--- src/rtl/asd_pkg.sv ---
// ---------------------------------------------------------------------------
// asd_pkg
// Shared types and constants for the accelerometer shake detector: command
// and status structures between controller and datapath, and the
// controller state encoding.
// ---------------------------------------------------------------------------
package asd_pkg;

  localparam int unsigned AXIS_W     = 16;
  localparam int unsigned TIME_W     = 32;
  localparam int unsigned SUM_W      = 32;
  localparam int unsigned ROOT_W     = 16;
  localparam int unsigned REM_W      = ROOT_W + 1;
  localparam int unsigned ROOT_STEPS = ROOT_W;
  localparam int unsigned CNT_W      = $clog2(ROOT_STEPS);
  localparam int unsigned IN_DATA_W  = 88;
  localparam int unsigned OUT_DATA_W = 72;
  localparam int unsigned CFG_IDX_W  = 2;
  localparam int unsigned CFG_DATA_W = 16;

  localparam logic [ROOT_W-1:0] ONE_G_Q12 = 16'd4096;

  // Configuration register indexes
  localparam logic [CFG_IDX_W-1:0] CFG_SHAKE_ENABLE   = 2'd0;
  localparam logic [CFG_IDX_W-1:0] CFG_SENSOR_PRESENT = 2'd1;
  localparam logic [CFG_IDX_W-1:0] CFG_THRESHOLD      = 2'd2;
  localparam logic [CFG_IDX_W-1:0] CFG_COOLDOWN       = 2'd3;

  // Axis selection for the shared squarer
  localparam logic [1:0] AXIS_X = 2'd0;
  localparam logic [1:0] AXIS_Y = 2'd1;
  localparam logic [1:0] AXIS_Z = 2'd2;

  localparam logic [CNT_W-1:0] SQ_LAST   = CNT_W'(2);
  localparam logic [CNT_W-1:0] ROOT_LAST = CNT_W'(ROOT_STEPS - 1);

  typedef enum logic [2:0] {
    ST_IDLE,
    ST_SQ,
    ST_ACC,
    ST_ROOT,
    ST_EVAL
  } asd_state_t;

  typedef struct packed {
    logic       load;       // capture a new sample
    logic       sq_en;      // square the selected axis
    logic [1:0] sq_sel;     // axis to square
    logic       acc_en;     // add the previous square into the sum
    logic       root_init;  // finish the sum and start the square root
    logic       root_step;  // one result bit of the square root
    logic       eval;       // decide, update state and fill the output
  } asd_cmd_t;

  typedef struct packed {
    logic out_free;         // output register can take a result this cycle
  } asd_sts_t;

endpackage

--- src/rtl/accel_shake_detector_unit.sv ---
// ---------------------------------------------------------------------------
// accel_shake_detector_unit
// Accelerometer shake detector with cooldown and a pending-alert latch:
// magnitude by floor square root of the sum of squares, dynamic part as the
// distance from 1 g, and a shake decision gated by enables, busy and cooldown.
// ---------------------------------------------------------------------------
//
//  Channel | Direction | Handshake            | Contents
//  --------+-----------+----------------------+--------------------------------
//  in_     | slave     | in_tvalid/in_tready  | one sample with timestamp and flags
//  out_    | master    | out_tvalid/out_tready| one decision per sample
//  cfg_    | write     | cfg_we               | four configuration registers
//
// A sample goes through the shared 16x16 squarer, one step to close the sum,
// the bit-serial square root (one result bit per cycle) and the decision
// before the next sample is accepted. The result is presented in the cycle
// after the decision.
// A sample may be accepted while an earlier result still waits on out_tready;
// only the decision step waits for the output register to empty.
// Reset is synchronous and active low; it restores the register defaults and
// clears the alert latch and the time of the last shake.
//
module accel_shake_detector_unit
  import asd_pkg::*;
(
  input  logic                  clk,
  input  logic                  rst_n,
  // Sample stream
  input  logic                  in_tvalid,
  output logic                  in_tready,
  // [15:0] accel_x, [31:16] accel_y, [47:32] accel_z, [79:48] now_ms,
  // [80] measure_busy, [81] clear_pending, [87:82] zero
  input  logic [IN_DATA_W-1:0]  in_tdata,
  // Result stream
  output logic                  out_tvalid,
  input  logic                  out_tready,
  // [0] shake_detected, [16:1] magnitude_q12, [32:17] dynamic_q12,
  // [33] pending_valid, [49:34] pending_magnitude, [65:50] pending_dynamic,
  // [71:66] zero
  output logic [OUT_DATA_W-1:0] out_tdata,
  // Configuration writes
  input  logic                  cfg_we,
  input  logic [CFG_IDX_W-1:0]  cfg_index,
  input  logic [CFG_DATA_W-1:0] cfg_data
);

  asd_cmd_t cmd;
  asd_sts_t sts;

  // The controller sequences one sample at a time and holds off new
  // transactions until the decision for the current sample is made.
  asd_ctrl u_ctrl (
    .clk       (clk),
    .rst_n     (rst_n),
    .in_tvalid (in_tvalid),
    .in_tready (in_tready),
    .sts       (sts),
    .cmd       (cmd)
  );

  // The datapath holds the configuration, the arithmetic, the detector
  // state and the output register that decouples the result stream.
  asd_dp u_dp (
    .clk        (clk),
    .rst_n      (rst_n),
    .cmd        (cmd),
    .sts        (sts),
    .in_tdata   (in_tdata),
    .cfg_we     (cfg_we),
    .cfg_index  (cfg_index),
    .cfg_data   (cfg_data),
    .out_tvalid (out_tvalid),
    .out_tready (out_tready),
    .out_tdata  (out_tdata)
  );

endmodule

--- src/rtl/asd_ctrl.sv ---
// ---------------------------------------------------------------------------
// asd_ctrl
// Sequencer for the shake detector: walks one sample through squaring,
// summation, the bit-serial square root and the final decision.
// ---------------------------------------------------------------------------
module asd_ctrl
  import asd_pkg::*;
(
  input  logic     clk,
  input  logic     rst_n,
  input  logic     in_tvalid,
  output logic     in_tready,
  input  asd_sts_t sts,
  output asd_cmd_t cmd
);

  asd_state_t       state_r, state_nxt;
  logic [CNT_W-1:0] cnt_r, cnt_nxt;

  always_ff @(posedge clk) begin
    if (!rst_n) begin
      state_r <= ST_IDLE;
      cnt_r   <= '0;
    end else begin
      state_r <= state_nxt;
      cnt_r   <= cnt_nxt;
    end
  end

  // Next state
  always_comb begin
    state_nxt = state_r;
    cnt_nxt   = cnt_r;
    case (state_r)
      ST_IDLE: begin
        cnt_nxt = '0;
        if (in_tvalid) begin
          state_nxt = ST_SQ;
        end
      end
      ST_SQ: begin
        if (cnt_r == SQ_LAST) begin
          state_nxt = ST_ACC;
          cnt_nxt   = '0;
        end else begin
          cnt_nxt = cnt_r + 1'b1;
        end
      end
      ST_ACC: begin
        state_nxt = ST_ROOT;
        cnt_nxt   = '0;
      end
      ST_ROOT: begin
        if (cnt_r == ROOT_LAST) begin
          state_nxt = ST_EVAL;
          cnt_nxt   = '0;
        end else begin
          cnt_nxt = cnt_r + 1'b1;
        end
      end
      ST_EVAL: begin
        if (sts.out_free) begin
          state_nxt = ST_IDLE;
        end
      end
      default: begin
        state_nxt = ST_IDLE;
        cnt_nxt   = '0;
      end
    endcase
  end

  // Outputs
  always_comb begin
    cmd       = '0;
    in_tready = 1'b0;
    case (state_r)
      ST_IDLE: begin
        in_tready = 1'b1;
        cmd.load  = in_tvalid;
      end
      ST_SQ: begin
        cmd.sq_en  = 1'b1;
        cmd.sq_sel = cnt_r[1:0];
        cmd.acc_en = (cnt_r != '0);
      end
      ST_ACC: begin
        cmd.root_init = 1'b1;
      end
      ST_ROOT: begin
        cmd.root_step = 1'b1;
      end
      ST_EVAL: begin
        cmd.eval = sts.out_free;
      end
      default: begin
        cmd = '0;
      end
    endcase
  end

`ifndef SYNTHESIS
  a_cmd_exclusive: assert property (@(posedge clk) disable iff (!rst_n)
    $onehot0({cmd.load, cmd.sq_en, cmd.root_init, cmd.root_step, cmd.eval}))
    else $error("asd_ctrl: more than one datapath phase commanded");

  a_accept_starts: assert property (@(posedge clk) disable iff (!rst_n)
    (in_tvalid && in_tready) |=> (state_r == ST_SQ && cnt_r == '0))
    else $error("asd_ctrl: accepted sample did not start squaring");

  a_root_ends: assert property (@(posedge clk) disable iff (!rst_n)
    (state_r == ST_ROOT && cnt_r == ROOT_LAST) |=> (state_r == ST_EVAL))
    else $error("asd_ctrl: square root did not end after its last step");
`endif

endmodule

--- src/rtl/asd_dp.sv ---
// ---------------------------------------------------------------------------
// asd_dp
// Datapath of the shake detector: configuration registers, shared squarer,
// sum accumulator, bit-serial square root, decision logic, alert latch and
// the output register.
// ---------------------------------------------------------------------------
module asd_dp
  import asd_pkg::*;
(
  input  logic                  clk,
  input  logic                  rst_n,
  input  asd_cmd_t              cmd,
  output asd_sts_t              sts,
  input  logic [IN_DATA_W-1:0]  in_tdata,
  input  logic                  cfg_we,
  input  logic [CFG_IDX_W-1:0]  cfg_index,
  input  logic [CFG_DATA_W-1:0] cfg_data,
  output logic                  out_tvalid,
  input  logic                  out_tready,
  output logic [OUT_DATA_W-1:0] out_tdata
);

  // Configuration
  logic              shake_enable_r;
  logic              sensor_present_r;
  logic [ROOT_W-1:0] threshold_r;
  logic [15:0]       cooldown_r;

  // Sample
  logic [AXIS_W-1:0] ax_r, ay_r, az_r;
  logic [TIME_W-1:0] now_r;
  logic              busy_r, clr_r;

  // Arithmetic
  logic [SUM_W-1:0]  prod_r, sum_r, src_r;
  logic [REM_W-1:0]  rem_r;
  logic [ROOT_W-1:0] root_r;

  // Detector state
  logic [TIME_W-1:0] last_shake_r;
  logic              pending_r;
  logic [ROOT_W-1:0] lat_mag_r, lat_dyn_r;

  // Output register
  logic              out_valid_r;
  logic              o_shake_r, o_pv_r;
  logic [ROOT_W-1:0] o_mag_r, o_dyn_r, o_pmag_r, o_pdyn_r;

  function automatic logic [AXIS_W-1:0] abs16(input logic [AXIS_W-1:0] v);
    logic [AXIS_W-1:0] r;
    r = v[AXIS_W-1] ? (~v + 1'b1) : v;
    return r;
  endfunction

  always_ff @(posedge clk) begin
    if (!rst_n) begin
      shake_enable_r   <= 1'b1;
      sensor_present_r <= 1'b0;
      threshold_r      <= 16'd4506;
      cooldown_r       <= 16'd2000;
    end else if (cfg_we) begin
      case (cfg_index)
        CFG_SHAKE_ENABLE:   shake_enable_r   <= cfg_data[0];
        CFG_SENSOR_PRESENT: sensor_present_r <= cfg_data[0];
        CFG_THRESHOLD:      threshold_r      <= cfg_data;
        CFG_COOLDOWN:       cooldown_r       <= cfg_data;
        default: ;
      endcase
    end
  end

  always_ff @(posedge clk) begin
    if (cmd.load) begin
      ax_r   <= abs16(in_tdata[15:0]);
      ay_r   <= abs16(in_tdata[31:16]);
      az_r   <= abs16(in_tdata[47:32]);
      now_r  <= in_tdata[79:48];
      busy_r <= in_tdata[80];
      clr_r  <= in_tdata[81];
    end
  end

  // Squarer and accumulator
  logic [AXIS_W-1:0] sq_in;
  always_comb begin
    case (cmd.sq_sel)
      AXIS_X:  sq_in = ax_r;
      AXIS_Y:  sq_in = ay_r;
      AXIS_Z:  sq_in = az_r;
      default: sq_in = ax_r;
    endcase
  end

  always_ff @(posedge clk) begin
    if (cmd.sq_en) begin
      prod_r <= sq_in * sq_in;
    end
    if (cmd.load) begin
      sum_r <= '0;
    end else if (cmd.acc_en) begin
      sum_r <= sum_r + prod_r;
    end
  end

  // Square root, one result bit per step
  logic [REM_W+1:0] rem_sh, trial;
  logic             fits;
  assign rem_sh = {rem_r, src_r[SUM_W-1 -: 2]};
  assign trial  = {1'b0, root_r, 2'b01};
  assign fits   = (rem_sh >= trial);

  always_ff @(posedge clk) begin
    if (cmd.root_init) begin
      src_r  <= sum_r + prod_r;
      rem_r  <= '0;
      root_r <= '0;
    end else if (cmd.root_step) begin
      src_r  <= {src_r[SUM_W-3:0], 2'b00};
      rem_r  <= fits ? REM_W'(rem_sh - trial) : REM_W'(rem_sh);
      root_r <= {root_r[ROOT_W-2:0], fits};
    end
  end

  // Decision
  logic [ROOT_W-1:0] dyn;
  logic [TIME_W-1:0] elapsed;
  logic              shake;
  logic              pend_base;
  logic              pend_nxt;
  logic [ROOT_W-1:0] lat_mag_nxt, lat_dyn_nxt;

  assign dyn     = (root_r >= ONE_G_Q12) ? (root_r - ONE_G_Q12) : (ONE_G_Q12 - root_r);
  assign elapsed = now_r - last_shake_r;
  assign shake   = shake_enable_r && sensor_present_r && !busy_r &&
                   (dyn >= threshold_r) && (elapsed >= TIME_W'(cooldown_r));
  assign pend_base = clr_r ? 1'b0 : pending_r;

  always_comb begin
    pend_nxt    = pend_base;
    lat_mag_nxt = clr_r ? '0 : lat_mag_r;
    lat_dyn_nxt = clr_r ? '0 : lat_dyn_r;
    if (shake && !pend_base) begin
      pend_nxt    = 1'b1;
      lat_mag_nxt = root_r;
      lat_dyn_nxt = dyn;
    end
  end

  always_ff @(posedge clk) begin
    if (!rst_n) begin
      last_shake_r <= '0;
      pending_r    <= 1'b0;
      lat_mag_r    <= '0;
      lat_dyn_r    <= '0;
    end else if (cmd.eval) begin
      if (shake) begin
        last_shake_r <= now_r;
      end
      pending_r <= pend_nxt;
      lat_mag_r <= lat_mag_nxt;
      lat_dyn_r <= lat_dyn_nxt;
    end
  end

  // Output register
  assign sts.out_free = !out_valid_r || out_tready;

  always_ff @(posedge clk) begin
    if (!rst_n) begin
      out_valid_r <= 1'b0;
    end else if (cmd.eval) begin
      out_valid_r <= 1'b1;
    end else if (out_tready) begin
      out_valid_r <= 1'b0;
    end
  end

  always_ff @(posedge clk) begin
    if (cmd.eval) begin
      o_shake_r <= shake;
      o_mag_r   <= root_r;
      o_dyn_r   <= dyn;
      o_pv_r    <= pend_nxt;
      o_pmag_r  <= pend_nxt ? lat_mag_nxt : '0;
      o_pdyn_r  <= pend_nxt ? lat_dyn_nxt : '0;
    end
  end

  assign out_tvalid = out_valid_r;
  assign out_tdata  = {6'b0, o_pdyn_r, o_pmag_r, o_pv_r, o_dyn_r, o_mag_r, o_shake_r};

`ifndef SYNTHESIS
  a_latch_empty_zero: assert property (@(posedge clk) disable iff (!rst_n)
    !pending_r |-> (lat_mag_r == '0 && lat_dyn_r == '0))
    else $error("asd_dp: latched values non-zero without a pending alert");

  a_shake_pending: assert property (@(posedge clk) disable iff (!rst_n)
    out_valid_r |-> (!o_shake_r || o_pv_r))
    else $error("asd_dp: shake reported without a pending alert");

  a_no_pending_zero: assert property (@(posedge clk) disable iff (!rst_n)
    (out_valid_r && !o_pv_r) |-> (o_pmag_r == '0 && o_pdyn_r == '0))
    else $error("asd_dp: pending fields non-zero with no pending alert");

  a_time_recorded: assert property (@(posedge clk) disable iff (!rst_n)
    (cmd.eval && shake) |=> (last_shake_r == $past(now_r)))
    else $error("asd_dp: shake time not recorded");
`endif

endmodule
--- config.mk ---
export PLATFORM = sky130hd
export DESIGN_NAME = accel_shake_detector_unit
export DESIGN_NICKNAME = d
export VERILOG_FILES = /design/src/rtl/asd_pkg.sv /design/src/rtl/accel_shake_detector_unit.sv /design/src/rtl/asd_ctrl.sv /design/src/rtl/asd_dp.sv
export SDC_FILE = /design/constraint.sdc
export NUM_CORES = 1
export LEC_CHECK = 0
export CORE_MARGIN = 5
export CORE_UTILIZATION = 41
export CTS_CLUSTER_SIZE = 28
export DETAILED_ROUTE_END_ITERATION = 8
export DONT_BUFFER_PORTS = 1
export GPL_TIMING_DRIVEN = 0
export SLEW_MARGIN = 20
export SYNTH_ARGS = -nofsm -noshare
export SYNTH_HDL_FRONTEND = slang
export SYNTH_SLANG_ARGS = --single-unit
--- constraint.sdc ---
create_clock -name clk -period 14.6 [get_ports clk]
set_input_delay 0.73 -clock clk [delete_from_list [all_inputs] [get_ports clk]]
set_output_delay 0.73 -clock clk [all_outputs]
set_load 0.02 [all_outputs]
* Word-level counts from Yosys, hierarchy flattened
Index checks and enable logic that the tools add are counted.
** Cells by class
- $mul :: 1
- Bitwise logic cells :: 3
- Muxes and demuxes :: 30
- Equality and inequality tests :: 15
- Reductions and logical operators :: 20
- Add/sub/neg operators :: 9
- $lt $le $gt $ge :: 4
** Operator list (number)
- two-way mux 16 bit :: 5
- two-way mux 32 bit :: 2
- adder 16 x 1 -> 16 bit (second input constant) :: 3
- inverter 16 bit :: 3
- two-way mux 15 bit :: 3
- adder 32 bit :: 1
- greater-or-equal comparator 32 x 16 -> 1 bit :: 1
- multiplier 16 x 16 -> 32 bit :: 1
- case mux 16 bit (2 select lines) :: 1
- subtractor 32 bit :: 1
- greater-or-equal comparator 19 x 18 -> 1 bit :: 1
- two-way mux 17 bit :: 1
- subtractor 17 bit :: 1
- greater-or-equal comparator 16 x 13 -> 1 bit (second input constant) :: 1
- greater-or-equal comparator 16 bit :: 1
- subtractor 13 x 16 -> 16 bit (first input constant) :: 1
- subtractor 16 x 13 -> 16 bit (second input constant) :: 1
- case mux 3 bit (5 select lines) :: 1
- two-way mux 3 bit :: 4
- two-way mux 4 bit :: 3
- case mux 4 bit (3 select lines) :: 1
- AND reduction 2 bit :: 5
- two-way mux 1 bit :: 9
- equality test 2 bit (second input constant) :: 3
- other kinds (17) :: 28
** Storage, ports and cells
- Word-level logic and storage cells :: 113
- Flip-flop bits (word level) :: 384
- Input port bits :: 111

* Longest topological paths before layout
Gate-level depths: netlist of run 1.
- Depth in word-level cells :: 7
- Gate-level depth with buffers :: 36
- Mapped depth without buffers :: 34

* By module
Synthesis of run 1 repeated with hierarchy kept, for this count alone.
** Second synthesis, totals
- Cell total of the unflattened synthesis :: 2943
- Area total of the unflattened synthesis :: 27919.3 µm²
** Modules (own cells, without submodules)
- asd_dp :: cells an instance 2885, area an instance 27412.5 µm², sequential area each 9609.2 µm², times used 1
- asd_ctrl :: cells an instance 58, area an instance 506.7 µm², sequential area each 140.1 µm², times used 1

* Worst setup path after synthesis of run 1
OpenSTA, ideal clock, no wires.
- Path type :: reg2reg
- Start :: register u_ctrl.state_r[0]
- End :: register u_dp.prod_r[29], data pin
- Arrival time :: 9.483 ns
- Cell stages (with the launch flop) :: 33
- Setup time :: 0.259 ns
- Data required time :: 14.341 ns
- Clock period less this slack :: 9.742 ns
- Slack :: 4.858 ns
- Path through :: dfxtp_1 > nand2b_1 > nor2_1 > nand2_1 > inv_1 > ha_1 > clkbuf_1 > clkbuf_1 > a22oi_1 > o21ai_1 > clkinv_1 > nor2_1 > fa_1 > fa_1 > inv_1 > fa_1 > inv_1 > fa_1 > fa_1 > inv_1 > fa_1 > inv_1 > ha_1 > a21o_1 > or2_2 > nand2b_1 > o21a_1 > a41o_1 > o21ai_0 > o211ai_1 > a31o_2 > a21oi_1 > xnor2_1
** On the way
- Cells in the longest elaborated chain, start to end :: 5
- Elaborated cells on any way between the ends :: 6
- Those cells by class :: mul: 1; eq/ne: 3; mux: 2
** Ends and longest elaborated chain
- start: declaration :: line asd_ctrl.sv:17 : asd_state_t state_r, state_nxt;
- start signal: assignment :: line asd_ctrl.sv:25 : state_r <= state_nxt;
- equality test 3 x 1 -> 1 bit (*) :: line asd_ctrl.sv:77 : case (state_r)
- two-way mux 4 bit (*) :: line asd_ctrl.sv:77
- equality test 2 bit / equality test 2 x 1 -> 1 bit (equally long branches) :: line asd_dp.sv:86 : case (cmd.sq_sel)
- case mux 16 bit (2 select lines) (*) :: line asd_dp.sv:86
- multiplier 16 x 16 -> 32 bit (*) :: line asd_dp.sv:96 : prod_r <= sq_in * sq_in;
- end signal: assignment :: line asd_dp.sv:96
- end: declaration :: line asd_dp.sv:35 : logic [SUM_W-1:0] prod_r, sum_r, src_r;
Mark *: on every way between the ends. The rest lies on a longest branch, timed or not.
A chain may end at the register's enable or synchronous reset.

* Worst setup path in the final report of run 1
Same ends and word-level chain as after synthesis.

==> results of run 1 <==
[cells in the mapped netlist (all sizes together) (21+ instances only)]
| cell type | count | area share |
|---|---|---|
| a21boi | 28 | 0.0079 |
| o211ai | 21 | 0.0061 |
| a21oi | 126 | 0.024 |
| clkbuf | 89 | 0.012 |
| nor2b | 24 | 0.0056 |
| xor2 | 35 | 0.011 |
| a32o | 34 | 0.013 |
| xnor2 | 109 | 0.036 |
| edfxtp | 210 | 0.24 |
| dfxtp | 172 | 0.13 |
| nor3 | 27 | 0.0050 |
| fa | 165 | 0.12 |
| inv | 365 | 0.051 |
| nor2 | 185 | 0.026 |
| nand3 | 61 | 0.011 |
| o21a | 37 | 0.010 |
| nand2b | 22 | 0.0051 |
| o21ai | 192 | 0.036 |
| a21o | 48 | 0.013 |
| ha | 222 | 0.10 |
| nand2 | 354 | 0.050 |
| o31ai | 34 | 0.0097 |
[state kept, by name (all words and copies together) (netlist names), 17 cells and up]
| name | cells |
|---|---|
| u_dp.sum_r | 32 |
| u_dp.prod_r | 31 |
| u_dp.src_r | 32 |
| u_dp.now_r | 32 |
| u_dp.last_shake_r | 32 |
| u_dp.rem_r | 17 |
[final cells by class]
class                   count  area (um2)
well taps                 855        1070
plain buffers             108         489
inverters                 374        1400
fillers                  6104       35100
clock inverters            28         354
multi-input cells        1967       15200
flip-flops and latches    382        9750
clock buffers              51        1130
repair buffers              6         123
[cell families (layout without fill, tap and decap cells)]
family | Yosys count | count (layout) | synth area share
other cells | 1 | 6 | 0.000140
simple gates | 765 | 765 | 0.126
compound gates | 647 | 647 | 0.158
xor+xnor | 145 | 145 | 0.0480
fa+ha+maj | 387 | 387 | 0.227
flops | 382 | 382 | 0.364
buf+inv | 482 | 567 | 0.0705
mux | 17 | 17 | 0.00640
[routing by layer]
metal,vias up,routed length [um],global-route usage
li1,9778,-,-
met1,9522,28600,0.236
met2,545,31800,0.318
met3,127,3400,0.0277
met4,0,1890,0.0547
met5,-,0,0
[stage by stage]
step	std cells	cell area, um2
6_report	3771	29500
5_1_grt	3771	29500
4_1_cts	3771	29500
3_5_place_dp	3692	28000
3_3_place_gp	3686	27900
2_1_floorplan	2831	26800
[worst max-delay path by stage]
stage	from	to	cells past startpoint
floorplan	u_ctrl.state_r[0]$_SDFFE_PN0P_	u_dp.prod_r[29]$_DFFE_PP_	32
global placement	u_ctrl.state_r[0]$_SDFFE_PN0P_	u_dp.prod_r[29]$_DFFE_PP_	32
detailed placement	u_ctrl.state_r[0]$_SDFFE_PN0P_	u_dp.prod_r[29]$_DFFE_PP_	30
CTS	u_ctrl.state_r[0]$_SDFFE_PN0P_	u_dp.prod_r[29]$_DFFE_PP_	30
global route	u_ctrl.state_r[0]$_SDFFE_PN0P_	u_dp.prod_r[31]$_DFFE_PP_	30
finish	u_ctrl.state_r[0]$_SDFFE_PN0P_	u_dp.prod_r[29]$_DFFE_PP_	30
[worst max-delay path: cells and delay by family, from the launching register on]
family	cells	cell delay, ns
DFF	1	0.44
adders and majority gates	8	3.68
xor gates and xnor gates	1	0.08
buffers and inverters	7	1.49
AOI/OAI and AO/OA	9	2.62
and+or+nand+nor	5	1.73
==> impl_metrics.toml, run 1 <==
[floorplan]
die_h_um = 266
core_area_um2 = 64600
die_area_um2 = 70500
ios = 185
start_util = 0.415
rows = 93
fp.dieW_um = 266

[synth]
async_reset_ff_frac = 0
avgSynthCellArea_um2 = 9.47
ys_ff_latch = 382
synthCells = 2826
synth_cell_types = 78
synth_edf_count = 210
yosysSeqAreaShare = 0.364
synth-main-ff-cell = "edfxtp_1"
yosysWarnings = 0
netlist_area_um2 = 26800

[worst_hold_path]
whs_path_depth = 0
min-delay-start = "in_tdata[81]"
hp-class = "primary input to flip-flop"
min_to = "u_dp.clr_r$_DFFE_PP_"

[status]
run_status = "complete, no violations"

[routing]
vias_per_cell = 5.30
drc = 0
drt_wl_total_mm = 65.8
firstDrtPassIters = 6
ant_nets = 0
drt_iter0_drc = 1191
vias = 20000
wire_per_inst_um = 17.4

[timing]
setup_viol = 0
worstMarginPinSlew_ns = 0.944
slew-limit-headroom = 0.364
setup_tns_ns = 0
hold_viol = 0
min_period_over_period = 0.708
hold_ws_ns = 0.258
max_freq_mhz = 96.8
fin_crit_ns = 10.33
finalClockSkew_ns = 0.0234
layout_setup_ws_ns = 4.27
final_max_slew_viol_count = 0
rsz0062_at_grt = "false"

[setup_path]
cpMostUsedCell = "fa_1"
rr_endpoint = "u_dp.prod_r[29]$_DFFE_PP_"
crit_fanout = 10
r2r_start = "u_ctrl.state_r[0]$_SDFFE_PN0P_"
cp.required_ns = 14.91
start_kind = "flip-flop"
worst_ep_arrival_time_ns = 10.64
endpoint_kind = "flip-flop"
rrSetupSlack_ns = 4.27
cpPeakStageDelay_ns = 0.70
path_class = "flip-flop to flip-flop"
rr_worst_depth = 30
critPathSlowestCell = "o21ai_1"

[cells_and_area]
layout-drive-gt1-share = 0.0418
layout_common_cells = "inv_1 (365), nand2_1 (354), ha_1 (222), edfxtp_1 (210), nor2_1 (184)"
antennaDiodeCount = 0
syn2layout_area_growth_pct = 10.1
final_common_cell = "inv_1"
layout.nets = 3380
final_util = 0.457

[run]
max_cap_viol_count = 0

[grt]
grt_pass1_vias = 20400
grt_pass1_wl_mm = 106
grt_util_all_layers = 0.183
grt.overflow.total = 0
antenna_found_initial = 0
grt_max_degree = 54

[clocking]
cts_num_sinks = 382
h-tree-depth = 2
numCtsBuffers = 43
cts_root_buffer = "clkbuf_16"
hold_buffers = 0
clk_path_buf_depth = 3
cts_setup_buffers = 0
clock_latency_ns = 0.57
cts_tree = "yes"
clkTransAtPathRegs_ns = 0.06
cts_resized = 0

[placement]
place_congestion = 0.908
io_buffer_count = 0
dpl.hpwl_mm = 52.4
dp_slack_ns = 4.31
Power of run 1 is left out: the tool's default activity adds up to more than one toggle a clock period on the data nets, which glitch-free logic cannot reach.
==> run 2: changes to the inputs <==
ABC_AREA = 1   (was default)
clock period = 9.3 ns   (was 14.6 ns; I/O delays follow)
==> run 2 against run 1 <==
  * Sequential share of layout area is 2.3 points lower
  * Register-to-register slack got worse by 3.6 ns
  * Via count is 11% higher
  * Hold slack worse by 0.21 ns
  * Final area is 7.4% higher
  * Largest cell class unchanged
  * Synthesized cell count rose by 22%
  * Core utilization grew 0.59 points
  * Fmax grew 19%
  * Die area increased by 5.2%
  * Synthesized area grew 5.4%
  * Clock-buffer cell count decreased by 4
  * Highest routed layer unchanged
==> impl_metrics.toml, run 2 <==
[setup_path]
cpMostUsedCell = "inv_1"
path_class = "flip-flop to flip-flop"
cpPeakStageDelay_ns = 0.56
cp.required_ns = 9.61
crit_fanout = 10
worst_ep_arrival_time_ns = 8.97
crit_family = "adder cells"
critPathBufInv = 10
cp.depth = 32
rrSetupSlack_ns = 0.64
start_kind = "flip-flop"
endpoint_kind = "flip-flop"
rr_worst_depth = 32
critPathSlowestCell = "o21ai_2"

[timing]
finalClockSkew_ns = 0.0481
max_freq_mhz = 115
hold_ws_ns = 0.0467
rsz0062_at_grt = "false"
fin_crit_ns = 8.66
worstMarginPinSlew_ns = 0.837
min_period_over_period = 0.931
final_max_slew_viol_count = 0
setup_viol = 0
hold_viol = 0
setup_tns_ns = 0
slew-limit-headroom = 0.436

[clocking]
cts_num_sinks = 382
clock_latency_ns = 0.61
clkTransAtPathRegs_ns = 0.06
numCtsBuffers = 45
cts_root_buffer = "clkbuf_16"
clk_path_buf_depth = 3
cts_tree = "yes"
h-tree-depth = 2

[routing]
vias = 22200
drc = 0
drt_wl_total_mm = 70.0
wire_per_inst_um = 15.6
routed-wl-met3_mm = 3.28
top_layer_used = "met4"
wl_met2_mm = 33.0
wl_met1_mm = 31.6
drt_iter0_drc = 1289
vias_per_cell = 4.97
ant_nets = 0
firstDrtPassIters = 5

[status]
run_status = "complete, no violations"

[placement]
place_congestion = 0.964
post-place-cells = 4345
dpl.hpwl_mm = 56.2
place_area_um2 = 29400
io_buffer_count = 0

[synth]
synth_top_area_share = 0.223
ys_ff_latch = 382
yosysMostFrequentCell = "inv_1"
synth_edf_count = 210
synth.cells.most_frequent = "inv_1 (667), nand2_1 (630), nor2_1 (352), ha_1 (222), edfxtp_1 (210)"
async_reset_ff_frac = 0
yosys.area.top_type = "edfxtp_1"
synth_top_family_by_area = "adder cells"
synth_fa_ha_area_frac = 0.215
synthCells = 3454
avgSynthCellArea_um2 = 8.17
synth_simple_gate_area_frac = 0.182
yosysSeqAreaShare = 0.345
synth.area.top_cells = "edfxtp_1 (22%), dfxtp_1 (12%), fa_1 (12%)"
synth_mux_area_frac = 0.000355
yosysWarnings = 0
netlist_area_um2 = 28200
synth_cell_types = 55
synth-main-ff-cell = "edfxtp_1"
synth_xor_area_frac = 0.0403
synth-compound-area-share = 0.109

[worst_hold_path]
hp-class = "primary input to flip-flop"
whs_path_depth = 2

[grt]
grt_pass1_vias = 22200
antenna_found_initial = 2
grt_pass1_wl_mm = 113
grt.overflow.total = 0
grt_util_all_layers = 0.187
grt_max_degree = 60

[run]
max_cap_viol_count = 0

[cells_and_area]
design_area_um2 = 31700
layout-drive-gt1-share = 0.0451
layout.nets = 4054
syn2layout_area_growth_pct = 12.2
layout_common_cells = "inv_1 (666), nand2_1 (630), nor2_1 (349), ha_1 (222), edfxtp_1 (210)"
fin_cells = 4477
final_common_cell = "inv_1"

[floorplan]
rows = 96
start_util = 0.412
core_area_um2 = 68500
fp.dieW_um = 272
die_h_um = 272
die_area_um2 = 74200
ios = 185
[run 2: final timing paths]
check,startpoint,endpoint
worst max register to register,u_ctrl.state_r[2]$_SDFFE_PN0P_,u_dp.prod_r[28]$_DFFE_PP_
worst min register to register,u_dp.sensor_present_r$_SDFFE_PN0P_,u_dp.sensor_present_r$_SDFFE_PN0P_
worst max-delay path,u_ctrl.state_r[2]$_SDFFE_PN0P_,u_dp.prod_r[28]$_DFFE_PP_
worst min-delay path,cfg_we,u_dp.sensor_present_r$_SDFFE_PN0P_
[run 2: cell type report]
class,count,area (um2)
plain buffers,100,488
fillers,6712,36800
repair buffers,50,548
clock buffers,47,1130
multi-input cells,2299,15500
clock inverters,37,543
diodes,2,5.00
well taps,882,1100
inverters,678,2550
flip-flops and latches,382,9750
[run 2: through the flow]
stage               utilization  worst slack, ns
CTS                       0.462           0.0332
detailed placement        0.430           -0.193
global route              0.463            0.122
finish                    0.463            0.640
global placement          0.429            -2.19
floorplan                     -            0.300
[run 2: cells by family (layout without fill, tap and decap cells)]
kind of cell | count (synthesis) | in the layout
adder cells (fa/ha/maj) | 387 | 387
AND/OR/NAND/NOR | 1238 | 1238
AO/OA/AOI/OAI | 537 | 537
flip-flops | 382 | 382
multiplexers | 1 | 1
other | 1 | 8
buffers and inverters | 778 | 912
XOR/XNOR | 130 | 130
[run 2: what timing repair did]
action / 4_1_cts / 5_1_grt
hold buffers: 46 / 0
endpoints found under the hold margin: 49 / 0
endpoints found under the setup margin: 2 / 7
gates resized for setup: 8 / 32
buffers inserted: 0 / 0
[run 2: per-layer routing]
layer  GRT usage  vias to the layer above
met5           0                        -
met3      0.0276                      117
met2       0.322                      536
met4      0.0594                        0
met1       0.243                    10200
li1            -                    11300
Power of run 2 is left out for the same reason.
==> run 3: changes to the inputs <==
ABC_AREA = default   (was 1)
==> run 3 against run 2 <==
  * Critical path depth down 2
  * Flip-flop and latch count is the same
  * Clock skew is 0.025 ns lower
  * Via count down 8.9%
  * Clock-buffer cell count grew 12
  * Register-to-register slack got worse by 0.19 ns
  * Core utilization increased by 0.11 points
  * First-iteration DRC count is 2.9% lower
  * Non-clock buffer count up 10
  * Wire length shrank 6.0%
  * Critical path type unchanged
==> impl_metrics.toml, run 3 (synthesis gave the netlist of run 1 again) <==
[routing]
wire_per_inst_um = 17.2
drc = 0
firstDrtPassIters = 7
drt_iter0_drc = 1252
ant_nets = 0
drt_wl_total_mm = 65.8
vias_per_cell = 5.30
vias = 20300

[grt]
grt_max_degree = 54
grt_util_all_layers = 0.184
grt_pass1_vias = 20900
antenna_found_initial = 0
grt_pass1_wl_mm = 107
grt.overflow.total = 0

[clocking]
clock_latency_ns = 0.58
cts_num_sinks = 382
clk_path_buf_depth = 3
numCtsBuffers = 43
cts_tree = "yes"
cts_root_buffer = "clkbuf_16"
clkTransAtPathRegs_ns = 0.06
h-tree-depth = 2

[cells_and_area]
antennaDiodeCount = 0
layout-drive-gt1-share = 0.0516
final_common_cell = "inv_1"
layout.nets = 3426
final_util = 0.464
layout_common_cells = "inv_1 (364), nand2_1 (354), ha_1 (222), edfxtp_1 (210), nor2_1 (184)"
multi_input_area_um2 = 15200
ff_latch_area_um2 = 9750
syn2layout_area_growth_pct = 11.8
fillers = 6081

[placement]
dpl.hpwl_mm = 52.6
place_congestion = 0.904
io_buffer_count = 0

[setup_path]
path_class = "flip-flop to flip-flop"
critPathSlowestCell = "fa_1"
critPathBufInv = 6
cp.required_ns = 9.62
cpMostUsedCell = "fa_1"
cpPeakStageDelay_ns = 0.56
rr_worst_depth = 30
start_kind = "flip-flop"
crit_family = "adder cells"
worst_ep_arrival_time_ns = 9.17
cp.depth = 30
crit_fanout = 10
endpoint_kind = "flip-flop"

[status]
run_status = "complete, no violations"

[floorplan]
die_h_um = 266
start_util = 0.415
fp.dieW_um = 266
rows = 93
ios = 185
core_area_um2 = 64600
die_area_um2 = 70500

[timing]
max_freq_mhz = 113
slew-limit-headroom = 0.381
final_max_slew_viol_count = 0
fin_crit_ns = 8.85
finalClockSkew_ns = 0.0227
setup_viol = 0
rsz0062_at_grt = "false"
min_period_over_period = 0.952
hold_viol = 0
worstMarginPinSlew_ns = 0.919

[run]
max_cap_viol_count = 0

[worst_hold_path]
whs_path_depth = 2
hp-class = "primary input to flip-flop"
run 3: cell types whose count changed in the layout (fill, tap and decap cells not counted), moves of 29 or more:
cell     previous run  this run
o31ai_1             4        33
nand2_1           630       354
xnor2_1            40       109
nand4_1            53        16
a21oi_1           207       126
a32o_1              0        34
nand3_1           112        61
a21o_1             18        48
nor2_1            349       184
inv_1             666       364
xor2_1             90        35
run 3: layout make-up:
cell class	count	share of cell area
flip-flops and latches	382	0.326
well taps	855	0.0357
clock buffers	59	0.0403
clock inverters	21	0.00572
inverters	374	0.0474
multi-input cells	1967	0.508
plain buffers	103	0.0160
repair buffers	57	0.0210
run 3: worst paths after layout:
kind	slack [ns]	startpoint	end
setup / recovery	0.45	u_ctrl.state_r[0]$_SDFFE_PN0P_	u_dp.prod_r[29]$_DFFE_PP_
hold reg to reg	0.45	u_dp.last_shake_r[17]$_SDFFE_PN0P_	u_dp.last_shake_r[17]$_SDFFE_PN0P_
hold / removal	0.04	cfg_data[10]	u_dp.threshold_r[10]$_SDFFE_PN0P_
setup reg to reg	0.45	u_ctrl.state_r[0]$_SDFFE_PN0P_	u_dp.prod_r[29]$_DFFE_PP_
run 3: routing by layer:
layer,up-vias,GRT usage,share of wire
met5,-,0,0
met4,0,0.0624,0.035
met3,147,0.0265,0.046
met2,511,0.324,0.48
met1,9722,0.233,0.44
li1,9873,-,-
run 3: stage by stage:
step | setup WS (ns) | instances | hold WS [ns] | cell area (um2) | TNS (ns)
finish | 0.450 | 3818 | 0.0373 | 29900 | 0
global route | 0.00995 | 3818 | 0.0198 | 29900 | 0
CTS | 0.0570 | 3814 | 0.0000426 | 29900 | 0
detailed placement | -1.17 | 3692 | 0.441 | 28000 | -9.13
global placement | -2.03 | 3686 | 0.436 | 27900 | -25.48
floorplan | 0.116 | 2831 | 0.406 | 26800 | 0
run 3: what timing repair did:
item	in CTS	in global routing
resized for setup	23	9
pin swaps	0	2
hold buffers	46	0
setup endpoints to repair	16	9
buffers inserted	0	5
cloned	0	0
hold endpoints to repair	47	0
Power of run 3 is left out for the same reason.
